### config.mk
export PLATFORM = sky130hd
export DESIGN_NAME = three_axis_fir_lowpass
export DESIGN_NICKNAME = d
export VERILOG_FILES = /design/src/rtl/tafl_pkg.sv /design/src/rtl/three_axis_fir_lowpass.sv /design/src/rtl/tafl_mac.sv
export SDC_FILE = /design/constraint.sdc
export NUM_CORES = 2
export LEC_CHECK = 0
export ABC_AREA = 1
export BUFFER_PORTS_ARGS = -buffer_cell sky130_fd_sc_hd__buf_2
export CORE_MARGIN = 3
export CORE_UTILIZATION = 40
export CTS_CLUSTER_SIZE = 30
export DETAILED_ROUTE_END_ITERATION = 6
export PLACE_DENSITY = 0.64
export SETUP_SLACK_MARGIN = 0.05
export SLEW_MARGIN = 0
export SYNTH_ARGS = -nofsm -noshare
export SYNTH_HDL_FRONTEND = slang
export SYNTH_HIERARCHICAL = 1
export SYNTH_SLANG_ARGS = --single-unit
### constraint.sdc
create_clock -name clk -period 24.8 [get_ports clk]
set_input_delay 1.24 -clock clk [delete_from_list [all_inputs] [get_ports clk]]
set_output_delay 1.24 -clock clk [all_outputs]
set_load 0.01 [all_outputs]
### src/rtl/tafl_pkg.sv
// Package for the three-axis FIR low-pass filter.
// Holds the coefficient table, the control word types and the microcode program.
// No dependencies.
`default_nettype none

package tafl_pkg;

    // Half of the symmetric coefficient set in Q1.15; the center tap is last.
    localparam int HALF_LEN = 10;
    localparam logic signed [15:0] HALF_COEF [HALF_LEN] = '{
        -16'sd157, 16'sd0, 16'sd508, 16'sd609, -16'sd498,
        -16'sd1943, -16'sd1130, 16'sd3424, 16'sd9440, 16'sd12252
    };

    // Coefficient of tap k for a filter of the given length, aligned on the center.
    function automatic logic signed [15:0] coef_at(input int k, input int taps);
        int m;
        int idx;
        m   = (k < taps - 1 - k) ? k : (taps - 1 - k);
        idx = (HALF_LEN - 1) - (((taps - 1) >> 1) - m);
        if (idx < 0 || idx >= HALF_LEN)
            return 16'sd0;
        return HALF_COEF[idx];
    endfunction

    // Steps of the microcode program.
    typedef enum logic [2:0] {
        ST_WAIT  = 3'd0,
        ST_MULN  = 3'd1,
        ST_MULH  = 3'd2,
        ST_DRAIN = 3'd3,
        ST_OUT   = 3'd4
    } step_t;

    // Jump conditions.
    typedef enum logic [2:0] {
        JC_NONE     = 3'd0,
        JC_NO_IN    = 3'd1,
        JC_DONE     = 3'd2,
        JC_MORE     = 3'd3,
        JC_OUT_BUSY = 3'd4
    } jcond_t;

    // Datapath controls shared by the three axis units.
    typedef struct packed {
        logic load_smp;
        logic mul_en;
        logic mul_hist;
        logic rot;
        logic acc_clr;
        logic acc_en;
        logic shift_in;
    } ctrl_t;

    // One control word of the program.
    typedef struct packed {
        ctrl_t  ctrl;
        logic   in_rdy;
        logic   out_ld;
        logic   k_clr;
        logic   k_inc;
        jcond_t jc;
        step_t  tgt;
        step_t  nxt;
    } ucode_t;

    // Program ROM.
    function automatic ucode_t ucode_rom(input step_t pc);
        ucode_t uc;
        uc = '0;
        uc.jc  = JC_NONE;
        uc.tgt = ST_WAIT;
        uc.nxt = ST_WAIT;
        case (pc)
            ST_WAIT:
            begin
                uc.in_rdy        = 1'b1;
                uc.ctrl.load_smp = 1'b1;
                uc.k_clr         = 1'b1;
                uc.jc            = JC_NO_IN;
                uc.tgt           = ST_WAIT;
                uc.nxt           = ST_MULN;
            end
            ST_MULN:
            begin
                uc.ctrl.mul_en  = 1'b1;
                uc.ctrl.acc_clr = 1'b1;
                uc.k_inc        = 1'b1;
                uc.jc           = JC_DONE;
                uc.tgt          = ST_DRAIN;
                uc.nxt          = ST_MULH;
            end
            ST_MULH:
            begin
                uc.ctrl.mul_en   = 1'b1;
                uc.ctrl.mul_hist = 1'b1;
                uc.ctrl.rot      = 1'b1;
                uc.ctrl.acc_en   = 1'b1;
                uc.k_inc         = 1'b1;
                uc.jc            = JC_MORE;
                uc.tgt           = ST_MULH;
                uc.nxt           = ST_DRAIN;
            end
            ST_DRAIN:
            begin
                uc.ctrl.acc_en   = 1'b1;
                uc.ctrl.shift_in = 1'b1;
                uc.nxt           = ST_OUT;
            end
            ST_OUT:
            begin
                uc.out_ld = 1'b1;
                uc.jc     = JC_OUT_BUSY;
                uc.tgt    = ST_OUT;
                uc.nxt    = ST_WAIT;
            end
            default:
            begin
                uc.nxt = ST_WAIT;
            end
        endcase
        return uc;
    endfunction

endpackage

`default_nettype wire

### src/rtl/three_axis_fir_lowpass.sv
// Top level of the three-axis symmetric FIR low-pass filter.
// Microcoded sequencer driving three tafl_mac units; depends on tafl_pkg.
//
// Channel   Dir  Handshake           Payload
// s_axis    in   s_tvalid/s_tready   s_tdata: accel_x, accel_y, accel_z
// m_axis    out  m_tvalid/m_tready   m_tdata: filt_x, filt_y, filt_z
//
// Each item is computed by the single multiplier per axis stepping through one
// tap per cycle. Reset clears the delay lines, the sequencer and the output
// valid flag. A finished result waits in the output register while the next
// item is accepted and computed; the program stalls at its output step only if
// the previous result has not yet been taken.
`default_nettype none

module three_axis_fir_lowpass #(
    parameter int TAPS        = 19,
    parameter int SAMPLE_BITS = 16
) (
    input  wire                                    clk,
    input  wire                                    rst_n,
    input  wire                                    s_tvalid,
    output logic                                   s_tready,
    // Fields from bit 0 up: accel_x, accel_y, accel_z, zero padding.
    input  wire  [((3 * SAMPLE_BITS + 7) / 8) * 8 - 1:0] s_tdata,
    output logic                                   m_tvalid,
    input  wire                                    m_tready,
    // Fields from bit 0 up: filt_x, filt_y, filt_z, zero padding.
    output logic [((3 * SAMPLE_BITS + 7) / 8) * 8 - 1:0] m_tdata
);
    import tafl_pkg::*;

    localparam int DW = ((3 * SAMPLE_BITS + 7) / 8) * 8;
    localparam int KW = $clog2(TAPS + 1);

    step_t                         pc_reg, pc_next;
    ucode_t                        uc;
    ctrl_t                         ctrl;
    logic [KW-1:0]                 k_reg, k_next, k_inc;
    logic                          taken;
    logic                          out_busy;
    logic                          out_fire;
    logic                          m_tvalid_reg, m_tvalid_next;
    logic [3*SAMPLE_BITS-1:0]      res_reg;
    logic signed [15:0]            coef;
    logic signed [SAMPLE_BITS-1:0] res [3];

    // Control word of the current step.
    always_comb
    begin
        uc            = ucode_rom(pc_reg);
        ctrl          = uc.ctrl;
        ctrl.load_smp = uc.ctrl.load_smp & s_tvalid;
        s_tready      = uc.in_rdy;
        out_busy      = m_tvalid_reg & ~m_tready;
        out_fire      = uc.out_ld & ~out_busy;
    end

    // Next step: conditional jump or fall-through.
    always_comb
    begin
        k_inc = k_reg + 1'b1;
        case (uc.jc)
            JC_NONE:     taken = 1'b0;
            JC_NO_IN:    taken = ~s_tvalid;
            JC_DONE:     taken = (k_inc == KW'(TAPS));
            JC_MORE:     taken = (k_inc != KW'(TAPS));
            JC_OUT_BUSY: taken = out_busy;
            default:     taken = 1'b0;
        endcase
        pc_next = taken ? uc.tgt : uc.nxt;
        if (uc.k_clr)
            k_next = '0;
        else if (uc.k_inc)
            k_next = k_inc;
        else
            k_next = k_reg;
        if (out_fire)
            m_tvalid_next = 1'b1;
        else if (m_tready)
            m_tvalid_next = 1'b0;
        else
            m_tvalid_next = m_tvalid_reg;
    end

    // Step counter, tap counter and output valid.
    always_ff @(posedge clk or negedge rst_n)
    begin
        if (!rst_n)
        begin
            pc_reg       <= ST_WAIT;
            k_reg        <= '0;
            m_tvalid_reg <= 1'b0;
        end
        else
        begin
            pc_reg       <= pc_next;
            k_reg        <= k_next;
            m_tvalid_reg <= m_tvalid_next;
        end
    end

    // Coefficient for the current tap.
    assign coef = coef_at(int'(k_reg), TAPS);

    // One datapath per axis.
    for (genvar a = 0; a < 3; a++)
    begin : g_axis
        tafl_mac #(
            .TAPS        (TAPS),
            .SAMPLE_BITS (SAMPLE_BITS)
        ) u_mac (
            .clk    (clk),
            .rst_n  (rst_n),
            .ctrl   (ctrl),
            .coef   (coef),
            .smp_in (s_tdata[a*SAMPLE_BITS +: SAMPLE_BITS]),
            .result (res[a])
        );
    end

    // Output register.
    always_ff @(posedge clk)
    begin
        if (out_fire)
            res_reg <= {res[2], res[1], res[0]};
    end

    assign m_tvalid = m_tvalid_reg;
    assign m_tdata  = DW'(res_reg);

    // An accepted item always starts with the first product step.
    a_accept_starts: assert property (@(posedge clk) disable iff (!rst_n)
        (s_tvalid && s_tready) |=> (pc_reg == ST_MULN))
        else $error("accepted item did not start the multiply sequence");

    // The history loop only runs on taps that exist.
    a_tap_range: assert property (@(posedge clk) disable iff (!rst_n)
        (pc_reg == ST_MULH) |-> (k_reg != '0 && k_reg < KW'(TAPS)))
        else $error("tap counter out of range in history loop");

    // A new result appears only from the output step.
    a_result_source: assert property (@(posedge clk) disable iff (!rst_n)
        $rose(m_tvalid) |-> ($past(pc_reg) == ST_OUT))
        else $error("result became valid outside the output step");

    // No item is taken while the program is busy.
    a_ready_idle: assert property (@(posedge clk) disable iff (!rst_n)
        s_tready |-> (pc_reg == ST_WAIT))
        else $error("input ready outside the wait step");

endmodule

`default_nettype wire

### src/rtl/tafl_mac.sv
// One axis of the filter: delay line, shared multiplier and accumulator.
// Depends on tafl_pkg for the control struct.
`default_nettype none

module tafl_mac #(
    parameter int TAPS        = 19,
    parameter int SAMPLE_BITS = 16
) (
    input  wire                          clk,
    input  wire                          rst_n,
    input  tafl_pkg::ctrl_t              ctrl,
    input  wire signed [15:0]            coef,
    input  wire signed [SAMPLE_BITS-1:0] smp_in,
    output logic signed [SAMPLE_BITS-1:0] result
);
    import tafl_pkg::*;

    localparam int HL     = (TAPS > 1) ? TAPS - 1 : 1;
    localparam int PROD_W = SAMPLE_BITS + 16;
    localparam int ACC_W  = PROD_W + $clog2(TAPS + 1) + 1;
    localparam int RW     = ACC_W + 1 - 15;
    localparam logic signed [RW-1:0] HI = RW'((2 ** (SAMPLE_BITS - 1)) - 1);
    localparam logic signed [RW-1:0] LO = RW'(-(2 ** (SAMPLE_BITS - 1)));

    logic signed [SAMPLE_BITS-1:0] smp_reg;
    logic signed [SAMPLE_BITS-1:0] sh_reg [HL];
    logic signed [PROD_W-1:0]      prod_reg;
    logic signed [ACC_W-1:0]       acc_reg;
    logic signed [SAMPLE_BITS-1:0] op;
    logic signed [ACC_W:0]         rnd;
    logic signed [RW-1:0]          shr;

    // New sample register.
    always_ff @(posedge clk)
    begin
        if (ctrl.load_smp)
            smp_reg <= smp_in;
    end

    // Delay line: rotates once per history tap, then takes the new sample.
    always_ff @(posedge clk or negedge rst_n)
    begin
        if (!rst_n)
        begin
            for (int i = 0; i < HL; i++)
                sh_reg[i] <= '0;
        end
        else if (ctrl.rot)
        begin
            for (int i = 0; i < HL - 1; i++)
                sh_reg[i] <= sh_reg[i + 1];
            sh_reg[HL-1] <= sh_reg[0];
        end
        else if (ctrl.shift_in)
        begin
            for (int i = 1; i < HL; i++)
                sh_reg[i] <= sh_reg[i - 1];
            sh_reg[0] <= smp_reg;
        end
    end

    // Multiplier operand: the new sample first, then the stored samples from
    // newest to oldest as the delay line rotates.
    assign op = ctrl.mul_hist ? sh_reg[0] : smp_reg;

    // Registered product, then accumulate.
    always_ff @(posedge clk)
    begin
        if (ctrl.mul_en)
            prod_reg <= PROD_W'(coef) * PROD_W'(op);
        if (ctrl.acc_clr)
            acc_reg <= '0;
        else if (ctrl.acc_en)
            acc_reg <= acc_reg + ACC_W'(prod_reg);
    end

    // Round half up, shift by 15 and saturate.
    always_comb
    begin
        rnd = (ACC_W + 1)'(acc_reg) + (ACC_W + 1)'(16384);
        shr = RW'(rnd >>> 15);
        if (shr > HI)
            result = HI[SAMPLE_BITS-1:0];
        else if (shr < LO)
            result = LO[SAMPLE_BITS-1:0];
        else
            result = shr[SAMPLE_BITS-1:0];
    end

endmodule

`default_nettype wire
==> insert_results.sql <==
INSERT INTO impl_metrics (metric_group, metric, value, unit) VALUES
('clock_network', 'cts-resized-gates', '0', ''),
('clock_network', 'worst_skew_pair.late_latency', '0.82', 'ns'),
('logic_synthesis', 'synth-compound-area-share', '14.2', '%'),
('clock_network', 'cts_num_sinks', '1179', ''),
('route', 'total_via_count_after_detailed_routing', '73477', ''),
('grt', 'groute.usage.overall', '19.9', '%'),
('timing', 'clock.fmax', '0.0934', 'GHz'),
('timing', 'hold_violations', '0', ''),
('logic_synthesis', 'synth_enable_flop_cells', '192', ''),
('route', 'ant_nets', '0', ''),
('timing', 'timing.final.max_slew_violations', '0', ''),
('floorplan', 'coreArea', '224000', 'sq um'),
('grt', 'first_global_vias', '70349', ''),
('timing', 'maxSlewHeadroom', '19.3', '%'),
('clock_network', 'cts.clk_slew.worst_paths', '0.06', 'ns'),
('grt', 'grt_pass1_wl', '377', 'mm'),
('min_path', 'hold_path_class', 'reg2reg', ''),
('placed_design', 'hpwlAfterDp', '167', 'mm'),
('logic_synthesis', 'synth_cell_types', '53', ''),
('critical_path', 'arrival', '11.25', 'ns'),
('critical_path', 'timing.setup.critical_path_class', 'reg2reg', ''),
('timing', 'grt_setup_unrepaired', 'no', ''),
('logic_synthesis', 'async_set_or_reset_register_ratio_after_synthesis', '74.0', '%'),
('finish', 'final_nets', '12441', ''),
('floorplan', 'dieArea', '232000', 'sq um'),
('timing', 'period_minus_slack', '10.71', 'ns'),
('clock_network', 'h-tree-depth', '4', ''),
('placed_design', 'place.gp.congestion', '0.943', ''),
('timing', 'final.period_utilization', '43.2', '%'),
('placed_design', 'io_buffer_count', '101', ''),
('critical_path', 'highest_delay_cell_along_the_critical_path', 'sky130_fd_sc_hd__buf_4', ''),
('logic_synthesis', 'synth_xor_xnor_area_share', '1.81', '%'),
('route', 'dr.first_iter.drc_count', '5752', ''),
('logic_synthesis', 'dominantRegCellSynth', 'sky130_fd_sc_hd__dfrtp_1', ''),
('critical_path', 'worst_path_largest_cell_delay', '0.98', 'ns'),
('logic_synthesis', 'synthCells', '11412', ''),
('timing', 'fin_tns_setup', '0', 'ns'),
('clock_network', 'cts_hold_buffers', '0', ''),
('critical_path', 'cp_data_required_time', '25.34', 'ns'),
('clock_network', 'cts_inserted_buffers', '139', ''),
('critical_path', 'worstSetupEndpointType', 'flop', ''),
('logic_synthesis', 'synth_adder_area_share', '22.6', '%'),
('logic_synthesis', 'avgSynthCellArea', '7.92', 'sq um'),
('route', 'wirelength_per_cell', '16.2', 'um'),
('route', 'drt_pass1_iterations', '6', ''),
('logic_synthesis', 'synth_sequential_area_ratio', '33.1', '%'),
('flow_run', 'cap_violations', '0', ''),
('grt', 'grt_antenna_before_repair', '4', ''),
('floorplan', 'chipHeight', '481', 'um'),
('critical_path', 'worst-path-max-fanout', '204', ''),
('clock_network', 'cts_root_buf', 'sky130_fd_sc_hd__clkbuf_16', ''),
('floorplan', 'rows', '173', ''),
('floorplan', 'starting_density_of_the_core', '40.4', '%'),
('grt', 'grt_start_max_net_pins', '259', ''),
('logic_synthesis', 'synth.cell_area', '90400', 'sq um'),
('finish', 'drive_above_1_share', '4.72', '%'),
('logic_synthesis', 'yosys.area_share.simple', '17.5', '%'),
('route', 'drt_wl_total', '232', 'mm'),
('critical_path', 'cp-start-kind', 'flop', ''),
('route', 'drc', '0', ''),
('logic_synthesis', 'synth.mux.area_fraction', '0', '%'),
('grt', 'grt_overflow', '0', ''),
('finish', 'largest_register_ffs', '864', ''),
('floorplan', 'ios', '102', ''),
('timing', 'clock_skew', '0.0748', 'ns'),
('logic_synthesis', 'synth.ff_latch_count', '1179', ''),
('status', 'outcome', 'finished, final reports clean', ''),
('logic_synthesis', 'synthesis.yosys.warnings', '6', ''),
('route', 'routed_via_density', '5.13', ''),
('clock_network', 'post-cts-setup-buffer-count', '0', ''),
('timing', 'worst_slew_pin_slew', '1.21', 'ns'),
('floorplan', 'die_w', '481', 'um'),
('logic_synthesis', 'synthesis.nets', '12623', ''),
('logic_synthesis', 'synth_top_family_by_area', 'adder cells', ''),
('clock_network', 'cts_buffer_depth', '3', ''),
('timing', 'setup_ws', '14.09', 'ns'),
('placed_design', 'detailedPlace.worstSlack', '14.17', 'ns'),
('timing', 'setup_viol', '0', ''),
('critical_path', 'r2r_slack', '14.09', 'ns'),
('clock_network', 'cts_tree', 'yes', ''),
('finish', 'flow.area_growth_from_synthesis', '8.55', '%');
## layout make-up
class                      count  area, sq um
clock inverter                61          785
inverter                    2080         7820
tap                         2975         3720
clock buffer                 195         3920
sequential                  1179        29900
multi-input combinational   7649        50800
antenna                        2         5.00
timing repair buffer         181         1220
fill                       22353       125000
## Yosys cell counts, types with 12 or more instances
library cell                  n  area share (%)
sky130_fd_sc_hd__a21oi_1    902             5.0
sky130_fd_sc_hd__dfrtp_1    873              24
sky130_fd_sc_hd__o211ai_1    12            0.10
sky130_fd_sc_hd__clkinv_1    23           0.095
sky130_fd_sc_hd__a21o_1      26            0.22
sky130_fd_sc_hd__nor2_2      16            0.11
sky130_fd_sc_hd__nand3_1    222             1.2
sky130_fd_sc_hd__buf_1       20           0.083
sky130_fd_sc_hd__dfxtp_1    114             2.5
sky130_fd_sc_hd__nor2_1    1973             8.2
sky130_fd_sc_hd__ha_1       370             5.1
sky130_fd_sc_hd__xor2_1     140             1.4
sky130_fd_sc_hd__nand4_1     60            0.42
sky130_fd_sc_hd__edfxtp_1   192             6.4
sky130_fd_sc_hd__nand2_1   1552             6.4
sky130_fd_sc_hd__buf_2       55            0.30
sky130_fd_sc_hd__clkbuf_1   422             1.8
sky130_fd_sc_hd__a31oi_1     99            0.68
sky130_fd_sc_hd__or2_2       40            0.28
sky130_fd_sc_hd__inv_1     2047             8.5
sky130_fd_sc_hd__xnor2_1     47            0.46
sky130_fd_sc_hd__o21ai_0    646             3.6
sky130_fd_sc_hd__nand2_2     29            0.20
sky130_fd_sc_hd__o22ai_1    563             3.9
sky130_fd_sc_hd__fa_1       789              17
sky130_fd_sc_hd__nor3_1      36            0.20
sky130_fd_sc_hd__o21bai_1    55            0.46
## routing by layer
metal	global-route usage, %	wire length (um)	vias to the layer above
li1	-	-	35759
met2	31.8	107000	1730
met5	0	17	-
met4	4.96	5370	2
met1	28.3	107000	35665
met3	3.17	12800	321
## worst paths after layout
kind | cells past startpoint | from | endpoint
worst max register to register | 30 | pc_reg[2] | g_axis[0].u_mac/prod_reg[31]
worst min-delay path | 2 | g_axis[1].u_mac/acc_reg[0] | g_axis[1].u_mac/acc_reg[0]
max in group asynchronous | 6 | rst_n | g_axis[2].u_mac/sh_reg[104]
worst max-delay path | 30 | pc_reg[2] | g_axis[0].u_mac/prod_reg[31]
min in group asynchronous | 1 | rst_n | g_axis[0].u_mac/sh_reg[118]
worst min register to register | 2 | g_axis[1].u_mac/acc_reg[0] | g_axis[1].u_mac/acc_reg[0]
## cells by family after synthesis
kind of cell,Yosys count
DFF,1179
and+or+nand+nor,3968
AOI/OAI and AO/OA,2335
adders and majority gates,1159
buffers and inverters,2584
xor gates and xnor gates,187
## critical path: cells and delay by family, from the launching register on
kind / cells / cell delay [ns]
DFF: 1 / 0.41
AOI/OAI and AO/OA: 1 / 0.14
adders and majority gates: 7 / 3.67
and+or+nand+nor: 12 / 2.50
buffers and inverters: 10 / 3.31
## cells in the final DEF (no fill, tap or decap), types with 47 or more instances in the layout
master                      instances
sky130_fd_sc_hd__dfrtp_1          873
sky130_fd_sc_hd__a31oi_1           99
sky130_fd_sc_hd__ha_1             370
sky130_fd_sc_hd__o21bai_1          55
sky130_fd_sc_hd__buf_2            100
sky130_fd_sc_hd__inv_1           2047
sky130_fd_sc_hd__buf_4             72
sky130_fd_sc_hd__nand2_1         1551
sky130_fd_sc_hd__nand3_1          222
sky130_fd_sc_hd__xor2_1           140
sky130_fd_sc_hd__a21oi_1          900
sky130_fd_sc_hd__o22ai_1          563
sky130_fd_sc_hd__xnor2_1           47
sky130_fd_sc_hd__o21ai_0          630
sky130_fd_sc_hd__dfxtp_1          114
sky130_fd_sc_hd__nor2_1          1965
sky130_fd_sc_hd__clkbuf_16        139
sky130_fd_sc_hd__edfxtp_1         192
sky130_fd_sc_hd__nand4_1           60
sky130_fd_sc_hd__fa_1             789
## through the flow
| step | utilization, % | cell area [sq um] | cells | hold WS, ns |
|---|---|---|---|---|
| 5_1_grt | 43.9 | 98200 | 14321 | 0.485 |
| 3_3_place_gp | 41.8 | 93500 | 14064 | 0.457 |
| 2_1_floorplan | - | 90400 | 11412 | 0.445 |
| 3_5_place_dp | 41.8 | 93500 | 14064 | 0.460 |
| 4_1_cts | 43.9 | 98200 | 14320 | 0.463 |
| 6_report | 43.9 | 98200 | 14322 | 0.464 |
Power is not shown: default switching activity piles up to over one toggle a cycle in this logic, so the estimate is an artifact.
